==> config.mk <==
export PLATFORM = sky130hd
export DESIGN_NAME = pulse_beat_rate_detector_top
export DESIGN_NICKNAME = d
export VERILOG_FILES = /design/src/sv/pbrd_pkg.sv /design/src/sv/pbrd_divider.sv /design/src/sv/pbrd_history.sv /design/src/sv/pbrd_core.sv /design/src/sv/pulse_beat_rate_detector_top.sv
export SDC_FILE = /design/constraint.sdc
export NUM_CORES = 1
export LEC_CHECK = 0
export BUFFER_PORTS_ARGS = -buffer_cell sky130_fd_sc_hd__clkbuf_2
export CAP_MARGIN = 20
export CORE_MARGIN = 2
export CORE_UTILIZATION = 30
export CTS_BUF_LIST = sky130_fd_sc_hd__clkbuf_16
export DETAILED_ROUTE_END_ITERATION = 8
export PLACE_DENSITY = 0.42
export SETUP_SLACK_MARGIN = 0.05
export SLEW_MARGIN = 5
export SYNTH_ARGS = -nofsm -noshare
export SYNTH_HDL_FRONTEND = slang
export SYNTH_SLANG_ARGS = --single-unit
export TNS_END_PERCENT = 100
==> constraint.sdc <==
create_clock -name clk -period 15 [get_ports clk]
set_input_delay 0.75 -clock clk [delete_from_list [all_inputs] [get_ports clk]]
set_output_delay 0.75 -clock clk [all_outputs]
set_load 0.05 [all_outputs]
==> src/sv/pbrd_pkg.sv <==
// Package for the pulse beat rate detector: register indexes, reset values,
// result layout, sequencer states and history commands. Depends on nothing.
`timescale 1ns / 1ps
`default_nettype none

package pbrd_pkg;

    localparam int HISTORY_DEPTH_DEF = 10;
    localparam int SAMPLE_BITS_DEF   = 10;
    localparam int TIME_BITS_DEF     = 16;

    localparam int INTERVAL_BITS = 16;
    localparam int RATE_BITS     = 8;
    localparam int THRESH_BITS   = 10;
    localparam int CFG_W         = 14;
    localparam int CFG_IDX_W     = 2;

    localparam logic [9:0]  SEED_RST     = 10'd512;
    localparam logic [3:0]  PERIOD_RST   = 4'd2;
    localparam logic [11:0] REFRACT_RST  = 12'd250;
    localparam logic [13:0] TIMEOUT_RST  = 14'd2500;
    localparam int          INTERVAL_INIT = 600;
    localparam int          GUARD_DIV     = 5;
    localparam int          GUARD_MUL     = 3;
    localparam logic [INTERVAL_BITS-1:0] INTERVAL_RST = INTERVAL_BITS'(INTERVAL_INIT);
    localparam logic [INTERVAL_BITS-1:0] GUARD_RST =
        INTERVAL_BITS'((INTERVAL_INIT / GUARD_DIV) * GUARD_MUL);
    localparam int          RATE_NUM = 60000;
    localparam logic [RATE_BITS-1:0] RATE_MAX = '1;

    typedef enum logic [CFG_IDX_W-1:0] {
        CFG_SEED    = 2'd0,
        CFG_PERIOD  = 2'd1,
        CFG_REFRACT = 2'd2,
        CFG_TIMEOUT = 2'd3
    } cfg_idx_t;

    typedef struct packed {
        logic [9:0]  seed;
        logic [3:0]  period;
        logic [11:0] refract;
        logic [13:0] timeout;
    } cfg_t;

    // The last member sits in the lowest bits.
    typedef struct packed {
        logic [THRESH_BITS-1:0]   threshold;
        logic [INTERVAL_BITS-1:0] interval;
        logic                     pulse;
        logic                     beat;
        logic [RATE_BITS-1:0]     bpm;
    } result_t;

    localparam int RESULT_BITS = $bits(result_t);
    localparam int OUT_W       = ((RESULT_BITS + 7) / 8) * 8;

    typedef enum logic [3:0] {
        ST_IDLE,
        ST_EVAL,
        ST_SUM,
        ST_AVG_GO,
        ST_AVG,
        ST_RATE_GO,
        ST_RATE,
        ST_GUARD_GO,
        ST_GUARD,
        ST_EMIT
    } state_t;

    typedef enum logic [1:0] {
        HIST_HOLD,
        HIST_FILL,
        HIST_SHIFT,
        HIST_ROTATE
    } hist_op_t;

endpackage

`default_nettype wire

==> src/sv/pbrd_divider.sv <==
// Bit-serial restoring divider, one quotient bit per cycle.
// Depends on pbrd_pkg for the divisor width.
`timescale 1ns / 1ps
`default_nettype none

module pbrd_divider #(
    parameter int DIV_BITS = 20
) (
    input  wire logic                                clk,
    input  wire logic                                rst_n,
    input  wire logic                                start,
    input  wire logic [DIV_BITS-1:0]                 dividend,
    input  wire logic [pbrd_pkg::INTERVAL_BITS-1:0]  divisor,
    output logic                                     done,
    output logic [DIV_BITS-1:0]                      quotient
);
    import pbrd_pkg::*;

    localparam int CNT_BITS = $clog2(DIV_BITS + 1);

    logic [INTERVAL_BITS-1:0] rem_reg;
    logic [INTERVAL_BITS-1:0] dsr_reg;
    logic [DIV_BITS-1:0]      quo_reg;
    logic [CNT_BITS-1:0]      cnt_reg;
    logic                     run_reg;
    logic                     done_reg;

    logic [INTERVAL_BITS:0] trial;
    logic [INTERVAL_BITS:0] diff;
    logic                   fits;

    assign trial = {rem_reg, quo_reg[DIV_BITS-1]};
    assign diff  = trial - {1'b0, dsr_reg};
    assign fits  = trial >= {1'b0, dsr_reg};

    always_ff @(posedge clk or negedge rst_n)
    begin
        if (!rst_n)
        begin
            run_reg  <= 1'b0;
            done_reg <= 1'b0;
            cnt_reg  <= '0;
        end
        else
        begin
            done_reg <= run_reg && (cnt_reg == CNT_BITS'(1));
            if (start)
            begin
                run_reg <= 1'b1;
                cnt_reg <= CNT_BITS'(DIV_BITS);
            end
            else if (run_reg)
            begin
                cnt_reg <= cnt_reg - CNT_BITS'(1);
                if (cnt_reg == CNT_BITS'(1))
                begin
                    run_reg <= 1'b0;
                end
            end
        end
    end

    always_ff @(posedge clk)
    begin
        if (start)
        begin
            rem_reg <= '0;
            quo_reg <= dividend;
            dsr_reg <= divisor;
        end
        else if (run_reg)
        begin
            if (fits)
            begin
                rem_reg <= diff[INTERVAL_BITS-1:0];
                quo_reg <= {quo_reg[DIV_BITS-2:0], 1'b1};
            end
            else
            begin
                rem_reg <= trial[INTERVAL_BITS-1:0];
                quo_reg <= {quo_reg[DIV_BITS-2:0], 1'b0};
            end
        end
    end

    assign done     = done_reg;
    assign quotient = quo_reg;

endmodule

`default_nettype wire

==> src/sv/pbrd_history.sv <==
// Interval history as a shift register that is summed by rotating it once
// through an accumulator. Depends on pbrd_pkg for the command type.
`timescale 1ns / 1ps
`default_nettype none

module pbrd_history #(
    parameter int HISTORY_DEPTH = 10,
    parameter int SUM_BITS      = 20
) (
    input  wire logic                                clk,
    input  wire logic                                rst_n,
    input  wire pbrd_pkg::hist_op_t                  op,
    input  wire logic [pbrd_pkg::INTERVAL_BITS-1:0]  value,
    output logic [SUM_BITS-1:0]                      sum
);
    import pbrd_pkg::*;

    logic [INTERVAL_BITS-1:0] ent_reg [HISTORY_DEPTH];
    logic [SUM_BITS-1:0]      acc_reg;

    always_ff @(posedge clk or negedge rst_n)
    begin
        if (!rst_n)
        begin
            for (int i = 0; i < HISTORY_DEPTH; i++)
            begin
                ent_reg[i] <= '0;
            end
            acc_reg <= '0;
        end
        else
        begin
            unique case (op)
                HIST_FILL:
                begin
                    for (int i = 0; i < HISTORY_DEPTH; i++)
                    begin
                        ent_reg[i] <= value;
                    end
                    acc_reg <= '0;
                end
                HIST_SHIFT:
                begin
                    for (int i = 0; i < HISTORY_DEPTH - 1; i++)
                    begin
                        ent_reg[i] <= ent_reg[i+1];
                    end
                    ent_reg[HISTORY_DEPTH-1] <= value;
                    acc_reg <= '0;
                end
                HIST_ROTATE:
                begin
                    for (int i = 0; i < HISTORY_DEPTH - 1; i++)
                    begin
                        ent_reg[i] <= ent_reg[i+1];
                    end
                    ent_reg[HISTORY_DEPTH-1] <= ent_reg[0];
                    acc_reg <= acc_reg + SUM_BITS'(ent_reg[0]);
                end
                default:
                begin
                end
            endcase
        end
    end

    assign sum = acc_reg;

endmodule

`default_nettype wire

==> src/sv/pbrd_core.sv <==
// Beat detection sequencer: peak, trough and threshold tracking, beat test,
// and the steps that drive the history and the shared divider.
// Depends on pbrd_pkg.
`timescale 1ns / 1ps
`default_nettype none

module pbrd_core #(
    parameter int HISTORY_DEPTH = 10,
    parameter int SAMPLE_BITS   = 10,
    parameter int TIME_BITS     = 16,
    parameter int SUM_BITS      = 20
) (
    input  wire logic                                clk,
    input  wire logic                                rst_n,
    input  wire logic                                in_valid,
    output logic                                     in_ready,
    input  wire logic [SAMPLE_BITS-1:0]              sample,
    input  wire pbrd_pkg::cfg_t                      cfg,
    output logic                                     res_valid,
    input  wire logic                                res_ready,
    output pbrd_pkg::result_t                        result,
    output pbrd_pkg::hist_op_t                       hist_op,
    output logic [pbrd_pkg::INTERVAL_BITS-1:0]       hist_value,
    input  wire logic [SUM_BITS-1:0]                 hist_sum,
    output logic                                     div_start,
    output logic [SUM_BITS-1:0]                      div_dividend,
    output logic [pbrd_pkg::INTERVAL_BITS-1:0]       div_divisor,
    input  wire logic                                div_done,
    input  wire logic [SUM_BITS-1:0]                 div_quotient
);
    import pbrd_pkg::*;

    localparam int LEVEL_BITS = (SAMPLE_BITS > THRESH_BITS) ? SAMPLE_BITS : THRESH_BITS;
    localparam int CNT_BITS   = $clog2(HISTORY_DEPTH);

    state_t state_reg;
    state_t state_next;

    logic [LEVEL_BITS-1:0]    sample_reg;
    logic [LEVEL_BITS-1:0]    peak_reg;
    logic [LEVEL_BITS-1:0]    trough_reg;
    logic [LEVEL_BITS-1:0]    detect_reg;
    logic [TIME_BITS-1:0]     time_reg;
    logic [TIME_BITS-1:0]     last_reg;
    logic [INTERVAL_BITS-1:0] interval_reg;
    logic [INTERVAL_BITS-1:0] guard_reg;
    logic [RATE_BITS-1:0]     rate_reg;
    logic                     first_reg;
    logic                     second_reg;
    logic                     pulse_reg;
    logic                     beat_reg;
    logic [CNT_BITS-1:0]      cnt_reg;

    logic [TIME_BITS-1:0]  elapsed;
    logic                  after_guard;
    logic                  s_below;
    logic                  s_above;
    logic                  beat;
    logic                  pulse_end;
    logic                  timed_out;
    logic [LEVEL_BITS-1:0] peak_new;
    logic [LEVEL_BITS-1:0] trough_new;
    logic [LEVEL_BITS:0]   mid_sum;
    logic [LEVEL_BITS-1:0] mid;
    logic [LEVEL_BITS-1:0] seed_ext;
    logic                  sum_last;
    logic [RATE_BITS-1:0]  rate_sat;
    logic [INTERVAL_BITS-1:0] guard_q;
    logic [INTERVAL_BITS-1:0] guard_new;

    assign elapsed     = time_reg - last_reg;
    assign after_guard = elapsed > TIME_BITS'(guard_reg);
    assign s_below     = sample_reg < detect_reg;
    assign s_above     = sample_reg > detect_reg;
    assign beat        = (elapsed > TIME_BITS'(cfg.refract)) && s_above && !pulse_reg
                         && after_guard;
    assign trough_new  = (s_below && after_guard && (sample_reg < trough_reg)) ?
                         sample_reg : trough_reg;
    assign peak_new    = (s_above && (sample_reg > peak_reg)) ? sample_reg : peak_reg;
    assign pulse_end   = s_below && pulse_reg;
    assign timed_out   = (elapsed > TIME_BITS'(cfg.timeout)) && !(beat && first_reg);

    // A rounding bit when the peak sits below the trough keeps the midpoint
    // truncated toward the trough in both orders.
    assign mid_sum  = {1'b0, peak_new} + {1'b0, trough_new}
                      + (LEVEL_BITS + 1)'(peak_new < trough_new);
    assign mid      = mid_sum[LEVEL_BITS:1];
    assign seed_ext = LEVEL_BITS'(cfg.seed);

    assign sum_last  = cnt_reg == CNT_BITS'(HISTORY_DEPTH - 1);
    assign rate_sat  = (|div_quotient[SUM_BITS-1:RATE_BITS]) ? RATE_MAX
                       : div_quotient[RATE_BITS-1:0];
    assign guard_q   = div_quotient[INTERVAL_BITS-1:0];
    assign guard_new = guard_q + {guard_q[INTERVAL_BITS-2:0], 1'b0};

    always_comb
    begin
        state_next = state_reg;
        unique case (state_reg)
            ST_IDLE:
            begin
                if (in_valid)
                begin
                    state_next = ST_EVAL;
                end
            end
            ST_EVAL:
            begin
                if (beat)
                begin
                    state_next = first_reg ? ST_GUARD_GO : ST_SUM;
                end
                else
                begin
                    state_next = ST_EMIT;
                end
            end
            ST_SUM:
            begin
                if (sum_last)
                begin
                    state_next = ST_AVG_GO;
                end
            end
            ST_AVG_GO:
            begin
                state_next = ST_AVG;
            end
            ST_AVG:
            begin
                if (div_done)
                begin
                    state_next = ST_RATE_GO;
                end
            end
            ST_RATE_GO:
            begin
                state_next = ST_RATE;
            end
            ST_RATE:
            begin
                if (div_done)
                begin
                    state_next = ST_GUARD_GO;
                end
            end
            ST_GUARD_GO:
            begin
                state_next = ST_GUARD;
            end
            ST_GUARD:
            begin
                if (div_done)
                begin
                    state_next = ST_EMIT;
                end
            end
            ST_EMIT:
            begin
                if (res_ready)
                begin
                    state_next = ST_IDLE;
                end
            end
            default:
            begin
                state_next = ST_IDLE;
            end
        endcase
    end

    always_comb
    begin
        in_ready     = 1'b0;
        res_valid    = 1'b0;
        div_start    = 1'b0;
        div_dividend = '0;
        div_divisor  = '0;
        hist_op      = HIST_HOLD;
        hist_value   = elapsed[INTERVAL_BITS-1:0];
        unique case (state_reg)
            ST_IDLE:
            begin
                in_ready = 1'b1;
            end
            ST_EVAL:
            begin
                if (beat && !first_reg)
                begin
                    hist_op = second_reg ? HIST_FILL : HIST_SHIFT;
                end
            end
            ST_SUM:
            begin
                hist_op = HIST_ROTATE;
            end
            ST_AVG_GO:
            begin
                div_start    = 1'b1;
                div_dividend = hist_sum;
                div_divisor  = INTERVAL_BITS'(HISTORY_DEPTH);
            end
            ST_RATE_GO:
            begin
                div_start    = 1'b1;
                div_dividend = SUM_BITS'(RATE_NUM);
                div_divisor  = div_quotient[INTERVAL_BITS-1:0];
            end
            ST_GUARD_GO:
            begin
                div_start    = 1'b1;
                div_dividend = SUM_BITS'(interval_reg);
                div_divisor  = INTERVAL_BITS'(GUARD_DIV);
            end
            ST_EMIT:
            begin
                res_valid = 1'b1;
            end
            default:
            begin
            end
        endcase
    end

    always_ff @(posedge clk or negedge rst_n)
    begin
        if (!rst_n)
        begin
            state_reg    <= ST_IDLE;
            peak_reg     <= LEVEL_BITS'(SEED_RST);
            trough_reg   <= LEVEL_BITS'(SEED_RST);
            detect_reg   <= LEVEL_BITS'(SEED_RST);
            time_reg     <= '0;
            last_reg     <= '0;
            interval_reg <= INTERVAL_RST;
            guard_reg    <= GUARD_RST;
            rate_reg     <= '0;
            first_reg    <= 1'b1;
            second_reg   <= 1'b0;
            pulse_reg    <= 1'b0;
            beat_reg     <= 1'b0;
            cnt_reg      <= '0;
        end
        else
        begin
            state_reg <= state_next;
            if (state_reg == ST_IDLE && in_valid)
            begin
                time_reg <= time_reg + TIME_BITS'(cfg.period);
            end
            if (state_reg == ST_EVAL)
            begin
                peak_reg   <= peak_new;
                trough_reg <= trough_new;
                beat_reg   <= beat;
                cnt_reg    <= '0;
                if (beat)
                begin
                    pulse_reg    <= 1'b1;
                    interval_reg <= elapsed[INTERVAL_BITS-1:0];
                    last_reg     <= time_reg;
                    second_reg   <= first_reg;
                    first_reg    <= 1'b0;
                end
                if (pulse_end)
                begin
                    pulse_reg  <= 1'b0;
                    detect_reg <= mid;
                    peak_reg   <= mid;
                    trough_reg <= mid;
                end
                if (timed_out)
                begin
                    detect_reg <= seed_ext;
                    peak_reg   <= seed_ext;
                    trough_reg <= seed_ext;
                    last_reg   <= time_reg;
                    first_reg  <= 1'b1;
                    second_reg <= 1'b0;
                end
            end
            if (state_reg == ST_SUM)
            begin
                cnt_reg <= cnt_reg + CNT_BITS'(1);
            end
            if (state_reg == ST_RATE && div_done)
            begin
                rate_reg <= rate_sat;
            end
            if (state_reg == ST_GUARD && div_done)
            begin
                guard_reg <= guard_new;
            end
        end
    end

    always_ff @(posedge clk)
    begin
        if (state_reg == ST_IDLE && in_valid)
        begin
            sample_reg <= LEVEL_BITS'(sample);
        end
    end

    assign result.threshold = detect_reg[THRESH_BITS-1:0];
    assign result.interval  = interval_reg;
    assign result.pulse     = pulse_reg;
    assign result.beat      = beat_reg;
    assign result.bpm       = rate_reg;

endmodule

`default_nettype wire

==> src/sv/pulse_beat_rate_detector_top.sv <==
// Top level of the pulse beat rate detector: configuration registers, output
// register and the core, history and divider. Depends on pbrd_pkg.
`timescale 1ns / 1ps
`default_nettype none

// One sample is accepted at a time and gives exactly one result transaction.
// A sample without a beat passes through the evaluate and emit states to the
// output register, and the next sample can be taken once the core is back in
// idle. The first beat after a restart also updates the beat guard through the
// bit-serial divider, whose width DIV_BITS is 16 + clog2(HISTORY_DEPTH) (20 by
// default). Every later beat rotates the interval history once through an
// accumulator and then runs three divisions one bit per cycle (average, rate,
// guard). A new sample is accepted while the previous result still waits in
// the output register; a finished result waits in the core while that
// register is full and not being read.
module pulse_beat_rate_detector_top #(
    parameter int HISTORY_DEPTH = pbrd_pkg::HISTORY_DEPTH_DEF,
    parameter int SAMPLE_BITS   = pbrd_pkg::SAMPLE_BITS_DEF,
    parameter int TIME_BITS     = pbrd_pkg::TIME_BITS_DEF
) (
    input  wire logic                                clk,
    input  wire logic                                rst_n,
    input  wire logic                                s_axis_tvalid,
    output logic                                     s_axis_tready,
    // sample, zero padded to whole bytes
    input  wire logic [((SAMPLE_BITS+7)/8)*8-1:0]    s_axis_tdata,
    output logic                                     m_axis_tvalid,
    input  wire logic                                m_axis_tready,
    // bpm, beat_found, pulse_active, interval_ms, threshold_level, zero padding
    output logic [pbrd_pkg::OUT_W-1:0]               m_axis_tdata,
    input  wire logic                                cfg_we,
    input  wire logic [pbrd_pkg::CFG_IDX_W-1:0]      cfg_index,
    input  wire logic [pbrd_pkg::CFG_W-1:0]          cfg_data
);
    import pbrd_pkg::*;

    localparam int SUM_BITS = INTERVAL_BITS + $clog2(HISTORY_DEPTH);

    cfg_t    cfg_reg;
    result_t out_reg;
    logic    out_valid_reg;

    logic                     res_valid;
    logic                     res_ready;
    result_t                  result;
    hist_op_t                 hist_op;
    logic [INTERVAL_BITS-1:0] hist_value;
    logic [SUM_BITS-1:0]      hist_sum;
    logic                     div_start;
    logic [SUM_BITS-1:0]      div_dividend;
    logic [INTERVAL_BITS-1:0] div_divisor;
    logic                     div_done;
    logic [SUM_BITS-1:0]      div_quotient;

    always_ff @(posedge clk or negedge rst_n)
    begin
        if (!rst_n)
        begin
            cfg_reg.seed    <= SEED_RST;
            cfg_reg.period  <= PERIOD_RST;
            cfg_reg.refract <= REFRACT_RST;
            cfg_reg.timeout <= TIMEOUT_RST;
        end
        else if (cfg_we)
        begin
            unique case (cfg_idx_t'(cfg_index))
                CFG_SEED:    cfg_reg.seed    <= cfg_data[9:0];
                CFG_PERIOD:  cfg_reg.period  <= cfg_data[3:0];
                CFG_REFRACT: cfg_reg.refract <= cfg_data[11:0];
                CFG_TIMEOUT: cfg_reg.timeout <= cfg_data[13:0];
                default:
                begin
                end
            endcase
        end
    end

    assign res_ready = !out_valid_reg || m_axis_tready;

    always_ff @(posedge clk or negedge rst_n)
    begin
        if (!rst_n)
        begin
            out_valid_reg <= 1'b0;
        end
        else if (res_valid && res_ready)
        begin
            out_valid_reg <= 1'b1;
        end
        else if (m_axis_tready)
        begin
            out_valid_reg <= 1'b0;
        end
    end

    always_ff @(posedge clk)
    begin
        if (res_valid && res_ready)
        begin
            out_reg <= result;
        end
    end

    pbrd_core #(
        .HISTORY_DEPTH (HISTORY_DEPTH),
        .SAMPLE_BITS   (SAMPLE_BITS),
        .TIME_BITS     (TIME_BITS),
        .SUM_BITS      (SUM_BITS)
    ) u_core (
        .clk          (clk),
        .rst_n        (rst_n),
        .in_valid     (s_axis_tvalid),
        .in_ready     (s_axis_tready),
        .sample       (s_axis_tdata[SAMPLE_BITS-1:0]),
        .cfg          (cfg_reg),
        .res_valid    (res_valid),
        .res_ready    (res_ready),
        .result       (result),
        .hist_op      (hist_op),
        .hist_value   (hist_value),
        .hist_sum     (hist_sum),
        .div_start    (div_start),
        .div_dividend (div_dividend),
        .div_divisor  (div_divisor),
        .div_done     (div_done),
        .div_quotient (div_quotient)
    );

    pbrd_history #(
        .HISTORY_DEPTH (HISTORY_DEPTH),
        .SUM_BITS      (SUM_BITS)
    ) u_history (
        .clk   (clk),
        .rst_n (rst_n),
        .op    (hist_op),
        .value (hist_value),
        .sum   (hist_sum)
    );

    pbrd_divider #(
        .DIV_BITS (SUM_BITS)
    ) u_divider (
        .clk      (clk),
        .rst_n    (rst_n),
        .start    (div_start),
        .dividend (div_dividend),
        .divisor  (div_divisor),
        .done     (div_done),
        .quotient (div_quotient)
    );

    assign m_axis_tvalid = out_valid_reg;
    assign m_axis_tdata  = OUT_W'(out_reg);

endmodule

`default_nettype wire

# Yosys cells after proc, flatten, opt, wreduce, memory -nomap -nowiden
# Cells that the tools add are included.
dict set report op_classes {
  div_mod_pow 0
  muxes 49
  n_mul 0
  addsub 9
  n_lt_le_gt_ge 9
  eq_ne 23
  n_shift 0
  bitwise_logic 0
  n_reduce_logical 42
}
# op n
set ops {}
lappend ops {{160-bit one-hot mux with 3 select lines} 1}
lappend ops {{10-bit 2-to-1 mux} 8}
lappend ops {{20-bit one-hot mux with 3 select lines} 1}
lappend ops {{16-bit 2-to-1 mux} 3}
lappend ops {{16-bit one-hot mux with 3 select lines} 1}
lappend ops {{20-bit 2-to-1 mux} 2}
lappend ops {{20-bit one-hot mux with 2 select lines} 1}
lappend ops {{4-bit one-hot mux with 10 select lines} 1}
lappend ops {{4-bit 2-to-1 mux} 9}
lappend ops {{16-bit subtractor} 2}
lappend ops {{10-bit < comparator} 3}
lappend ops {{20-bit by 16-bit adder with 20-bit output} 1}
lappend ops {{10-bit greater-than comparator} 2}
lappend ops {{17-bit by 16-bit greater-or-equal comparator with 1-bit output} 1}
lappend ops {{16-bit adder} 1}
lappend ops {{16-bit by 4-bit adder with 16-bit output} 1}
lappend ops {{4-bit by 3-bit == test with 1-bit output (second input constant)} 4}
lappend ops {{16-bit by 12-bit greater-than comparator with 1-bit output} 1}
lappend ops {{16-bit by 14-bit greater-than comparator with 1-bit output} 1}
lappend ops {{16-bit greater-than comparator} 1}
lappend ops {{2-bit AND reduction} 8}
lappend ops {{1-bit logical AND} 15}
lappend ops {{1-bit 2-to-1 mux} 15}
lappend ops {{2-bit nonzero test} 7}
lappend ops {{other kinds (26)} 42}
dict set report totals {
  out_inout_bits 42
  memories 0
  ramBits 0
  regBits 440
  latchBits 0
  wordCells 174
  mem_bits_ro 0
  in_bits 37
}

# Logic depth before layout (Yosys ltp)
# Gate-level depths: netlist of run 1.
dict set report logic_depth {
  ltp_word 11
  depth_mapped 36
  ltp_nobuf 35
}

# Cells and area by module
# A second synthesis of run 1 with hierarchy kept.
dict set report hier_totals {
  hier_cells 2441
  area_unflattened_um2 24418.4
}
# mod n_inst area_per_inst_um2 cells_each
set by_module_without_submodules {}
lappend by_module_without_submodules {pbrd_core 1 10045.9 1096}
lappend by_module_without_submodules {pbrd_history 1 8316.7 905}
lappend by_module_without_submodules {pbrd_divider 1 3384.5 308}
lappend by_module_without_submodules {pulse_beat_rate_detector_top 1 2671.3 132}

# Least setup slack after synthesis of run 1
# Ideal clock, no wire load.
dict set report synth_timing {
  path_type {register to register}
  from {register u_core.time_reg[0]}
  to {register u_core.peak_reg[7]}
  required_time_ns 14.934
  arrival_time_ns 7.351
  setup_slack_ns 7.583
  synth_period_minus_slack_ns 7.417
  stages_incl_launch_ff 34
  path_cell_list {dfrtp_1 -> inv_1 -> ha_1 -> inv_1 -> fa_1 -> a211oi_2 -> o21ai_2 -> a41o_1 -> a221oi_2 -> xor2_2 -> inv_1 -> ha_1 -> nand4_1 -> or4_1 -> a21o_1 -> o211ai_2 -> o21ai_2 -> nor4b_2 -> clkbuf_1 -> mux2_2 -> ha_1 -> a2111oi_0 -> o21ai_0 -> nand3_1 -> fa_1 -> a21oi_1 -> o21bai_1 -> a21oi_1 -> o21ai_0 -> nand2_1 -> xnor2_1 -> or3_1 -> a21oi_1 -> a221o_1}
}
dict set report synth_between {
  elab_chain_len 9
}
# element line_no
set synth_lines {}
lappend synth_lines {{from (decl)} pbrd_core.sv:43} ;# logic [TIME_BITS-1:0] time_reg;
lappend synth_lines {{from (signal assigned)} pbrd_core.sv:249} ;# time_reg <= time_reg + TIME_BITS'(cfg.period);
lappend synth_lines {{16-bit subtractor *} pbrd_core.sv:71} ;# assign elapsed = time_reg - last_reg;
lappend synth_lines {{net hist_value[14]} pulse_beat_rate_detector_top.sv:47} ;# logic [INTERVAL_BITS-1:0] hist_value;
lappend synth_lines {{16-bit greater-than comparator or 16-bit by 12-bit greater-than comparator with 1-bit output (tied branches)} {pbrd_core.sv:72, pbrd_core.sv:75}}
lappend synth_lines {{1-bit logical AND, on equally long branches (2 in series)} {pbrd_core.sv:77, pbrd_core.sv:75}}
lappend synth_lines {{10-bit 2-to-1 mux or 1-bit logical AND (tied branches)} {pbrd_core.sv:77, pbrd_core.sv:76}}
lappend synth_lines {{10-bit by 10-bit adder with 11-bit output, or another cell as far along} pbrd_core.sv:85} ;# assign mid_sum = {1'b0, peak_new} + {1'b0, trough_new}
lappend synth_lines {{11-bit by 1-bit adder with 11-bit output or 1-bit zero test (tied branches)} {pbrd_core.sv:86, pbrd_core.sv:81}}
lappend synth_lines {{10-bit 2-to-1 mux or 1-bit logical AND (tied branches)} {pbrd_core.sv:265, pbrd_core.sv:81}}
lappend synth_lines {{10-bit 2-to-1 mux *} pbrd_core.sv:272} ;# if (timed_out)
lappend synth_lines {{to (signal assigned)} pbrd_core.sv:253} ;# peak_reg <= peak_new;
lappend synth_lines {{to (signal assigned)} pbrd_core.sv:269} ;# peak_reg <= mid;
lappend synth_lines {{to (signal assigned)} pbrd_core.sv:275} ;# peak_reg <= seed_ext;
lappend synth_lines {{to (decl)} pbrd_core.sv:40} ;# logic [LEVEL_BITS-1:0] peak_reg;
# The timed path passes the listed nets; every way through them passes the cells marked *.
# A chain may end at the register's enable or synchronous reset.

# Final worst setup path of run 1
dict set report layout_timing {
  from {register u_core.time_reg[1]}
  to {register u_core.trough_reg[7]}
}
dict set report layout_between {
  elab_chain_len 9
}
# element line_no
set layout_lines {}
lappend layout_lines {{16-bit subtractor *} pbrd_core.sv:71}
lappend layout_lines {{net hist_value[13]} pulse_beat_rate_detector_top.sv:47}
lappend layout_lines {{16-bit greater-than comparator or 16-bit by 12-bit greater-than comparator with 1-bit output (tied branches)} {pbrd_core.sv:72, pbrd_core.sv:75}}
lappend layout_lines {{1-bit logical AND, on equally long branches (2 in series)} {pbrd_core.sv:77, pbrd_core.sv:75}}
lappend layout_lines {{10-bit 2-to-1 mux or 1-bit logical AND (tied branches)} {pbrd_core.sv:77, pbrd_core.sv:76}}
lappend layout_lines {{10-bit by 10-bit adder with 11-bit output, or another cell as far along} pbrd_core.sv:85}
lappend layout_lines {{11-bit by 1-bit adder with 11-bit output or 1-bit zero test (tied branches)} {pbrd_core.sv:86, pbrd_core.sv:81}}
lappend layout_lines {{10-bit 2-to-1 mux or 1-bit logical AND (tied branches)} {pbrd_core.sv:265, pbrd_core.sv:81}}
lappend layout_lines {{10-bit 2-to-1 mux *} pbrd_core.sv:272}
lappend layout_lines {{to (signal assigned)} pbrd_core.sv:254} ;# trough_reg <= trough_new;
lappend layout_lines {{to (signal assigned)} pbrd_core.sv:270} ;# trough_reg <= mid;
lappend layout_lines {{to (signal assigned)} pbrd_core.sv:276} ;# trough_reg <= seed_ext;
lappend layout_lines {{to (decl)} pbrd_core.sv:41} ;# logic [LEVEL_BITS-1:0] trough_reg;
# Marked as above.

==> impl_metrics.ini, run 1 <==
[critical_path]
crit_type = flop to flop
worst-path-max-fanout = 15
startpoint_type = flop
end_kind = flop
cp.arrival_ns = 9.87
critPathRequiredTime_ns = 15.54
cpPeakStageDelay_ns = 0.80
slowest_stage = a211oi_2

[floorplanning]
dieArea_mm2 = 0.08021
die-height_um = 283.2
io_pins = 79
floorplan.die.width_um = 283.2
start_util = 0.3024
core_mm2 = 0.07734
rows = 102

[sta]
worst_slack_ns = 5.677
timing.fmax_mhz = 107.3
slew_headroom = 0.2539
finalClockSkew_ns = 0.01408
setup_tns_ns = 0
finalSetupViolations = 0
min_period_over_period = 0.6216
slew_violations = 0
hold_viol = 0
min_period_ns = 9.323
rsz0062_at_grt = false
worstMarginPinSlew_ns = 1.119

[logic_synthesis]
syn-cell-area_mm2 = 0.02339
yosysWarnings = 0
synth.avg_cell_area_um2 = 10.12
syn_inst = 2311
yosysSeqAreaShare = 0.4862
synth_xor_xnor_area_share = 0.02616
synth_adder_area_share = 0.09340
synth_area_leaders = dfrtp_1, edfxtp_1, ha_1
yosys.area_share.simple = 0.1085
synth.distinct_cells = 87
synth_largest_area_cell = dfrtp_1
synthArstFlopShare = 0.7773
muxShareOfSynthArea = 0.04285
synth_top_family_by_area = compound AO/OA/AOI/OAI gates
synth-edff-count = 82
synth_compound_gate_area_share = 0.1956
synth_flop_cell = dfrtp_1
synth-seq-cells = 440
synth_top_area_share = 0.3392

[clock_network]
cts_setup_buffers = 0
cts_tree = built
clkSlewWorstSetupHoldPaths_ns = 0.06
cts_buffer_depth = 3
cts_sinks = 440
clk_latency_ns = 0.61
cts-resized-gates = 0
cts_hold_buffers = 0
htree_levels = 2
root_buffer = clkbuf_16
cts_inserted_buffers = 52

[final_layout]
mostFrequentLayoutCells = dfrtp_1, o21ai_0, a21oi_1
layout_commonest_cell = dfrtp_1
largest_register_ffs = 160
fillCellCount = 7944
drive_gt1_frac = 0.1339
layoutNonFillerInstCount = 3445
finalNetCount = 2569
area_growth_pct = 13.73

[grt]
grt_pass1_wl_um = 100500
antenna_found_initial = 0
track_usage = 0.1554
grt_start_max_net_pins = 175
grt_pass1_vias = 17380
gr-total-overflow = 0

[routing]
wirelength_um = 62770
avgRoutedWirePerCell_um = 18.22
dr_total_vias = 17300
dr.pass1.iters = 5
drc = 0
vias_per_cell = 5.023
antenna_left = 0
drt_iter0_drc = 1115

[flow_run]
maxCapViolCount = 0

[power]
powerDensity_mw_per_mm2 = 97.28
finalPower_mw = 2.588
power.leakage_nw = 11.92
p_sw_mw = 0.5837
seq_power_share = 0.483
cellInternalPower_mw = 2.004
ir_worst_vdd_v = 0.00007695
p_sw_frac = 0.2256
power.combinational.fraction = 0.031
p_clk_frac = 0.485

[status]
outcome = finished, final reports clean

[placement]
hpwlAfterDp_um = 42400
post-place-ws_ns = 5.816
port-buffer-count = 68
place_congestion = 0.8137
dp_cells = 3347

[hold_path]
min_path_type = input pin to asynchronous set/reset pin
==> worst paths after layout <==
path                       slack (ns)                               end  depth (start not counted)                            from
hold reg to reg                  0.45         m_axis_tdata[6]$_DFFE_PP_                          0  u_core.rate_reg[6]$_DFFE_PN0P_
max in group asynchronous       13.21    u_core.time_reg[7]$_DFFE_PN0P_                          2                           rst_n
hold / removal                   0.20    u_core.rate_reg[6]$_DFFE_PN0P_                          1                           rst_n
min in group clk                 0.31    u_core.sample_reg[9]$_DFFE_PP_                          1                 s_axis_tdata[9]
setup reg to reg                 5.68  u_core.trough_reg[7]$_DFFE_PN0P_                         32  u_core.time_reg[1]$_DFFE_PN0P_
setup / recovery                 5.68  u_core.trough_reg[7]$_DFFE_PN0P_                         32  u_core.time_reg[1]$_DFFE_PN0P_
==> power by group through the flow <==
stage / Combinational, mW / Clock (mW) / Sequential (mW)
6_report: 0.0807 / 1.26 / 1.25
5_1_grt: 0.0931 / 1.35 / 1.25
4_1_cts: 0.0831 / 1.30 / 1.25
3_5_place_dp: 0.0824 / 0 / 1.27
3_3_place_gp: 0.0816 / 0 / 1.27
2_1_floorplan: 0.0474 / 0 / 1.27
==> cell families after synthesis <==
family	after synthesis
compound gates	731
simple gates	531
flops	440
buf+inv	277
fa+ha+maj	171
mux	91
xor+xnor	69
other cells	1
==> critical path, delay by kind of cell (launching register included) <==
kind,cells,cell delay [ns]
fa+ha+maj,4,1.34
compound gates,15,4.57
buf+inv,3,0.82
flops,1,0.44
xor+xnor,1,0.13
simple gates,9,1.98
==> through the flow <==
stage	utilization	instance area, um2	hold WS [ns]
final	0.3439	26600	0.1973
after global routing	0.3439	26600	0.2614
after CTS	0.3439	26600	0.2623
after detailed placement	0.3223	24930	0.4363
after global placement	0.3221	24910	0.4356
after floorplan	-	23400	0.4249
==> metal layers <==
layer | wire length [um] | up-vias | global-route usage
li1 | - | 8433 | -
met1 | 31180 | 8534 | 0.2235
met2 | 27990 | 258 | 0.2435
met3 | 2358 | 78 | 0.02464
met4 | 1239 | 0 | 0.03836
met5 | 0 | - | 0
==> cell usage after synthesis, drive strengths merged (12+ instances only) <==
library cell / count
dfrtp: 317
o21ai: 249
a21oi: 222
nor2: 168
ha: 165
inv: 165
nand2: 162
edfxtp: 82
clkbuf: 77
mux2: 73
a21o: 43
xnor2: 43
nor3: 37
buf: 34
a221o: 30
nand3: 27
xor2: 26
dfstp: 25
nand2b: 23
nand4: 23
a31oi: 21
nor2b: 19
o211ai: 19
mux2i: 18
dfxtp: 16
a211oi: 15
o221a: 15
o22ai: 15
or3: 13
a22oi: 12
==> area by class of cell <==
type | count | area, um2 | share of cell area
Antenna cell | 1 | 2.502 | 0.00009407
Clock buffer | 52 | 1301 | 0.04892
Clock inverter | 45 | 371.6 | 0.01397
Inverter | 166 | 623.1 | 0.02342
Multi-Input combinational cell | 1597 | 10990 | 0.4131
Sequential cell | 440 | 11370 | 0.4275
Tap cell | 1040 | 1301 | 0.04892
Timing Repair Buffer | 104 | 640.6 | 0.02408
Power figures use the tool's default switching activity.
==> run 2: changes to the inputs <==
--- a/config.mk
+++ b/config.mk
@@ -5,6 +5,7 @@
 export SDC_FILE = /design/constraint.sdc
 export NUM_CORES = 1
 export LEC_CHECK = 0
+export ABC_AREA = 1
 export BUFFER_PORTS_ARGS = -buffer_cell sky130_fd_sc_hd__clkbuf_2
 export CAP_MARGIN = 20
 export CORE_MARGIN = 2
==> constraint.sdc (replaced) <==
create_clock -name clk -period 8.6 [get_ports clk]
set_input_delay 0.43 -clock clk [delete_from_list [all_inputs] [get_ports clk]]
set_output_delay 0.43 -clock clk [all_outputs]
set_load 0.05 [all_outputs]
==> run 2 against run 1 <==
First-iteration DRC count is 18% higher; die area is 5.9% higher; critical endpoint is now u_core.peak_reg[5]$_DFFE_PN0P_; sequential share of layout area is 2.1 points lower; largest cell class is now multi-input combinational cells; clock skew is 0.029 ns higher; wire length is 8.2% higher; synthesized cell count is 37% higher; cell area is 5.1% higher; utilization is 0.28 points lower; worst setup slack worse by 4.1 ns; critical path depth is 8 higher; via count is 17% higher; register-to-register slack worse by 4.1 ns.
==> impl_metrics.ini, run 2 <==
[logic_synthesis]
yosysMostFrequentCell = nand2_1
synth.avg_cell_area_um2 = 7.824
synth-edff-count = 82
synthArstFlopShare = 0.7773
synth.distinct_cells = 55
synthTopCellsByCount = nand2_1, inv_1, dfrtp_1
synth_top_area_share = 0.3201
synth-seq-cells = 440
synth_largest_area_cell = dfrtp_1
yosysWarnings = 0
synth_flop_cell = dfrtp_1
syn-cell-area_mm2 = 0.02478
yosysSeqAreaShare = 0.4589
syn_inst = 3167
synth_area_leaders = dfrtp_1, nand2_1, edfxtp_1

[routing]
dr.pass1.iters = 5
antenna_left = 0
drt_iter0_drc = 1312
avgRoutedWirePerCell_um = 15.63
drc = 0
dr_total_vias = 20180
vias_per_cell = 4.643
wirelength_um = 67930

[critical_path]
end_kind = flop
reg2reg_depth = 40
slowest_stage = nand4_1
cpPeakStageDelay_ns = 0.59
worst-path-max-fanout = 14
cp_top_family = simple AND/OR/NAND/NOR gates
crit_type = flop to flop
crit_buf_inv = 6
cp.arrival_ns = 7.60
crit_cells = 40
startpoint_type = flop
cp_common_cell = nand2_1
critPathRequiredTime_ns = 9.15

[sta]
finalSetupViolations = 0
min_period_over_period = 0.8194
timing.fmax_mhz = 141.9
min_period_ns = 7.047
slew_violations = 0
slew_headroom = 0.2464
hold_viol = 0
worstMarginPinSlew_ns = 1.126
setup_tns_ns = 0
rsz0062_at_grt = false
finalClockSkew_ns = 0.04261

[final_layout]
fin_util = 0.3411
multi_input_area_mm2 = 0.01161
finalNetCount = 3442
regArea_mm2 = 0.01137
antenna_cells = 0
drive_gt1_frac = 0.06960
fillCellCount = 8798
layout_commonest_cell = nand2_1
mostFrequentLayoutCells = nand2_1, inv_1, dfrtp_1
area_growth_pct = 12.86
largest_register_ffs = 160

[floorplanning]
io_pins = 79
rows = 105
core_mm2 = 0.08198
floorplan.die.width_um = 291.4
die-height_um = 291.4
start_util = 0.3023
dieArea_mm2 = 0.08491

[grt]
grt_pass1_vias = 19920
track_usage = 0.1616
antenna_found_initial = 0
gr-total-overflow = 0
grt_start_max_net_pins = 159
grt_pass1_wl_um = 110300

[status]
outcome = finished, final reports clean

[placement]
port-buffer-count = 68
place_congestion = 0.8580
hpwlAfterDp_um = 47440

[clock_network]
cts_buffer_depth = 3
cts_inserted_buffers = 54
cts_setup_buffers = 0
clk_latency_ns = 0.63
root_buffer = clkbuf_16
cts_sinks = 440
cts_tree = built
htree_levels = 2
clkSlewWorstSetupHoldPaths_ns = 0.06

[hold_path]
min_path_type = input pin to flop
hold_path_depth = 3

[flow_run]
maxCapViolCount = 0
-- run 2: cell families (layout without fill, tap and decap cells) --
kind of cell               after synthesis  after routing  share of synthesized area
DFF                                    440            440                     0.4589
other                                    1              4                  0.0001513
and+or+nand+nor                       1658           1658                     0.2664
muxes                                    7              7                   0.002878
AOI/OAI and AO/OA                      400            400                    0.08897
buffers and inverters                  431            537                    0.07367
adders and majority gates              171            171                    0.08816
xor gates and xnor gates                59             59                    0.02085
-- run 2: repair_timing --
| action | CTS | global route |
|---|---|---|
| hold buffers | 12 | 0 |
| gates resized for setup | 0 | 0 |
| endpoints found under the hold margin | 68 | 0 |
-- run 2: layout make-up --
class | count | area share
clock buffer | 55 | 0.04921
clock inverter | 43 | 0.009798
inverter | 330 | 0.04438
multi-input combinational | 2299 | 0.4152
sequential | 440 | 0.4066
tap | 1070 | 0.04787
timing repair buffer | 109 | 0.02693
-- run 2: worst paths after layout --
| kind | startpoint | endpoint | slack (ns) |
|---|---|---|---|
| worst min register to register | u_core.rate_reg[5]$_DFFE_PN0P_ | m_axis_tdata[5]$_DFFE_PP_ | 0.45 |
| min in group asynchronous | rst_n | cfg_reg[28]$_DFFE_PN0P_ | 0.37 |
| worst min-delay path | cfg_data[4] | cfg_reg[18]$_DFFE_PN1P_ | 0.06 |
| max in group asynchronous | rst_n | u_history.ent_reg[109]$_DFFE_PN0P_ | 6.15 |
| worst max register to register | u_core.time_reg[0]$_DFFE_PN0P_ | u_core.peak_reg[5]$_DFFE_PN0P_ | 1.55 |
| worst max-delay path | u_core.time_reg[0]$_DFFE_PN0P_ | u_core.peak_reg[5]$_DFFE_PN0P_ | 1.55 |
-- run 2: metal layers --
layer / GRT usage / share of wire
met1: 0.2271 / 0.49
met2: 0.2617 / 0.45
met3: 0.02207 / 0.037
met4: 0.04061 / 0.021
met5: 0 / 0
-- run 2: per-stage QoR --
step                cell area [um2]  hold WS [ns]  instances  worst slack, ns
finish                        27970       0.05700       4346            1.553
global route                  27970       0.03471       4346           0.7597
CTS                           27920       0.01707       4344            1.496
detailed placement            26150        0.4223       4234            1.522
global placement              26110        0.4202       4232            1.521
floorplan                     24790        0.1344       3170            3.365
-- run 2: worst register-to-register path: cells and delay by family, from the launching register on --
family,cells,cell delay [ns]
AND/OR/NAND/NOR,26,3.18
adder cells (fa/ha/maj),5,1.70
flip-flops,1,0.38
XOR/XNOR,2,0.48
AO/OA/AOI/OAI,1,0.15
buffers and inverters,6,1.13
Power of run 2 is left out: the tool's default activity adds up to more than one toggle a clock period on the data nets, which glitch-free logic cannot reach.
==> run 3: changes to the inputs <==
==> constraint.sdc (replaced) <==
create_clock -name clk -period 6.9 [get_ports clk]
set_input_delay 0.345 -clock clk [delete_from_list [all_inputs] [get_ports clk]]
set_output_delay 0.345 -clock clk [all_outputs]
set_load 0.05 [all_outputs]
==> run 3 against run 2 <==
Wire length rose by 0.22%; utilization rose by 0.31 points; maximum frequency rose by 17%; die area did not move; critical path type unchanged; largest cell class unchanged.
==> impl_metrics.ini, run 3 (synthesis results as in run 2) <==
[clock_network]
clkSlewWorstSetupHoldPaths_ns = 0.06
clk_latency_ns = 0.64
htree_levels = 2
cts_buffer_depth = 3
cts_sinks = 440
root_buffer = clkbuf_16
cts_inserted_buffers = 54
cts_tree = built
cts_setup_buffers = 0

[critical_path]
slowest_stage = fa_1
cpPeakStageDelay_ns = 0.45
reg2reg_setup_slack_ns = 0.88
cp.arrival_ns = 6.59
critPathRequiredTime_ns = 7.48
worst-path-max-fanout = 12
end_kind = flop
cp_common_cell = nand2_1
crit_type = flop to flop
startpoint_type = flop

[status]
outcome = finished, final reports clean

[grt]
grt_pass1_wl_um = 110600
grt_start_max_net_pins = 170
grt_pass1_vias = 19790
track_usage = 0.1619
antenna_found_initial = 1
gr-total-overflow = 0

[final_layout]
layout_commonest_cell = nand2_1
mostFrequentLayoutCells = nand2_1, inv_1, dfrtp_1
largest_register_ffs = 160
area_growth_pct = 13.87
fin_util = 0.3442
regArea_mm2 = 0.01137
multi_input_area_mm2 = 0.01162
finalNetCount = 3454
drive_gt1_frac = 0.07503
fillCellCount = 8691
antenna_cells = 0

[floorplanning]
die-height_um = 291.4
core_mm2 = 0.08198
dieArea_mm2 = 0.08491
rows = 105
io_pins = 79
start_util = 0.3023
floorplan.die.width_um = 291.4

[routing]
wirelength_um = 68080
vias_per_cell = 4.626
dr_total_vias = 20180
avgRoutedWirePerCell_um = 15.61
drc = 0
drt_iter0_drc = 1238
dr.pass1.iters = 6
antenna_left = 0

[sta]
rsz0062_at_grt = false
hold_viol = 0
setup_tns_ns = 0
finalSetupViolations = 0
slew_violations = 0
timing.fmax_mhz = 166.3
min_period_ns = 6.015
min_period_over_period = 0.8717
worstMarginPinSlew_ns = 1.074
finalClockSkew_ns = 0.06277
slew_headroom = 0.2815

[flow_run]
maxCapViolCount = 0

[placement]
hpwlAfterDp_um = 47630
port-buffer-count = 68
place_congestion = 0.8737

[hold_path]
min_path_type = input pin to flop
run 3: final cells by class:
cell class	instances	area share
clock buffer	54	0.04789
clock inverter	48	0.01610
inverter	330	0.04399
multi-input combinational	2299	0.4117
sequential	440	0.4030
tap	1070	0.04745
timing repair buffer	121	0.02989
run 3: path summary, 6_finish.rpt:
check / from / endpoint / cells past startpoint
min reg2reg: u_core.rate_reg[1]$_DFFE_PN0P_ / m_axis_tdata[1]$_DFFE_PP_ / 0
max: u_core.time_reg[0]$_DFFE_PN0P_ / u_core.peak_reg[5]$_DFFE_PN0P_ / 39
max in group asynchronous: rst_n / u_core.interval_reg[15]$_DFFE_PN0P_ / 3
min: cfg_data[10] / cfg_reg[24]$_DFFE_PN0P_ / 3
max reg2reg: u_core.time_reg[0]$_DFFE_PN0P_ / u_core.peak_reg[5]$_DFFE_PN0P_ / 39
min in group asynchronous: rst_n / u_history.ent_reg[2]$_DFFE_PN0P_ / 2
run 3: per-layer routing:
layer / GRT usage / wire, um / up-vias / part of all wire
met2: 0.2596 / 30540 / 326 / 0.45
li1: - / - / 10250 / -
met5: 0 / 0 / - / 0
met1: 0.2293 / 33350 / 9520 / 0.49
met3: 0.02352 / 2666 / 85 / 0.039
met4: 0.03923 / 1525 / 0 / 0.022
run 3: timing repair:
item	CTS	global route
hold endpoints to repair	70	0
hold buffers	18	0
gates resized for setup	0	2
setup endpoints to repair	0	2
run 3: metrics by stage:
step                      instance area [um2]  setup WS, ns  hold WS [ns]  cells
after global routing                    28220        0.1685       0.02877   4362
after global placement                  26200        0.6015        0.3094   4240
after detailed placement                26230        0.5667        0.3190   4242
after floorplan                         24790         1.665       0.04941   3170
after CTS                               28210        0.6181     0.0003541   4362
final                                   28220        0.8850       0.03169   4362
run 3: worst max-delay path, delay by kind of cell (launching register included):
family | cells | cell delay, ns
fa+ha+maj | 5 | 1.65
buf+inv | 6 | 0.76
xor+xnor | 2 | 0.55
flops | 1 | 0.37
compound gates | 2 | 0.27
simple gates | 24 | 2.40
Power of run 3 is left out for the same reason.
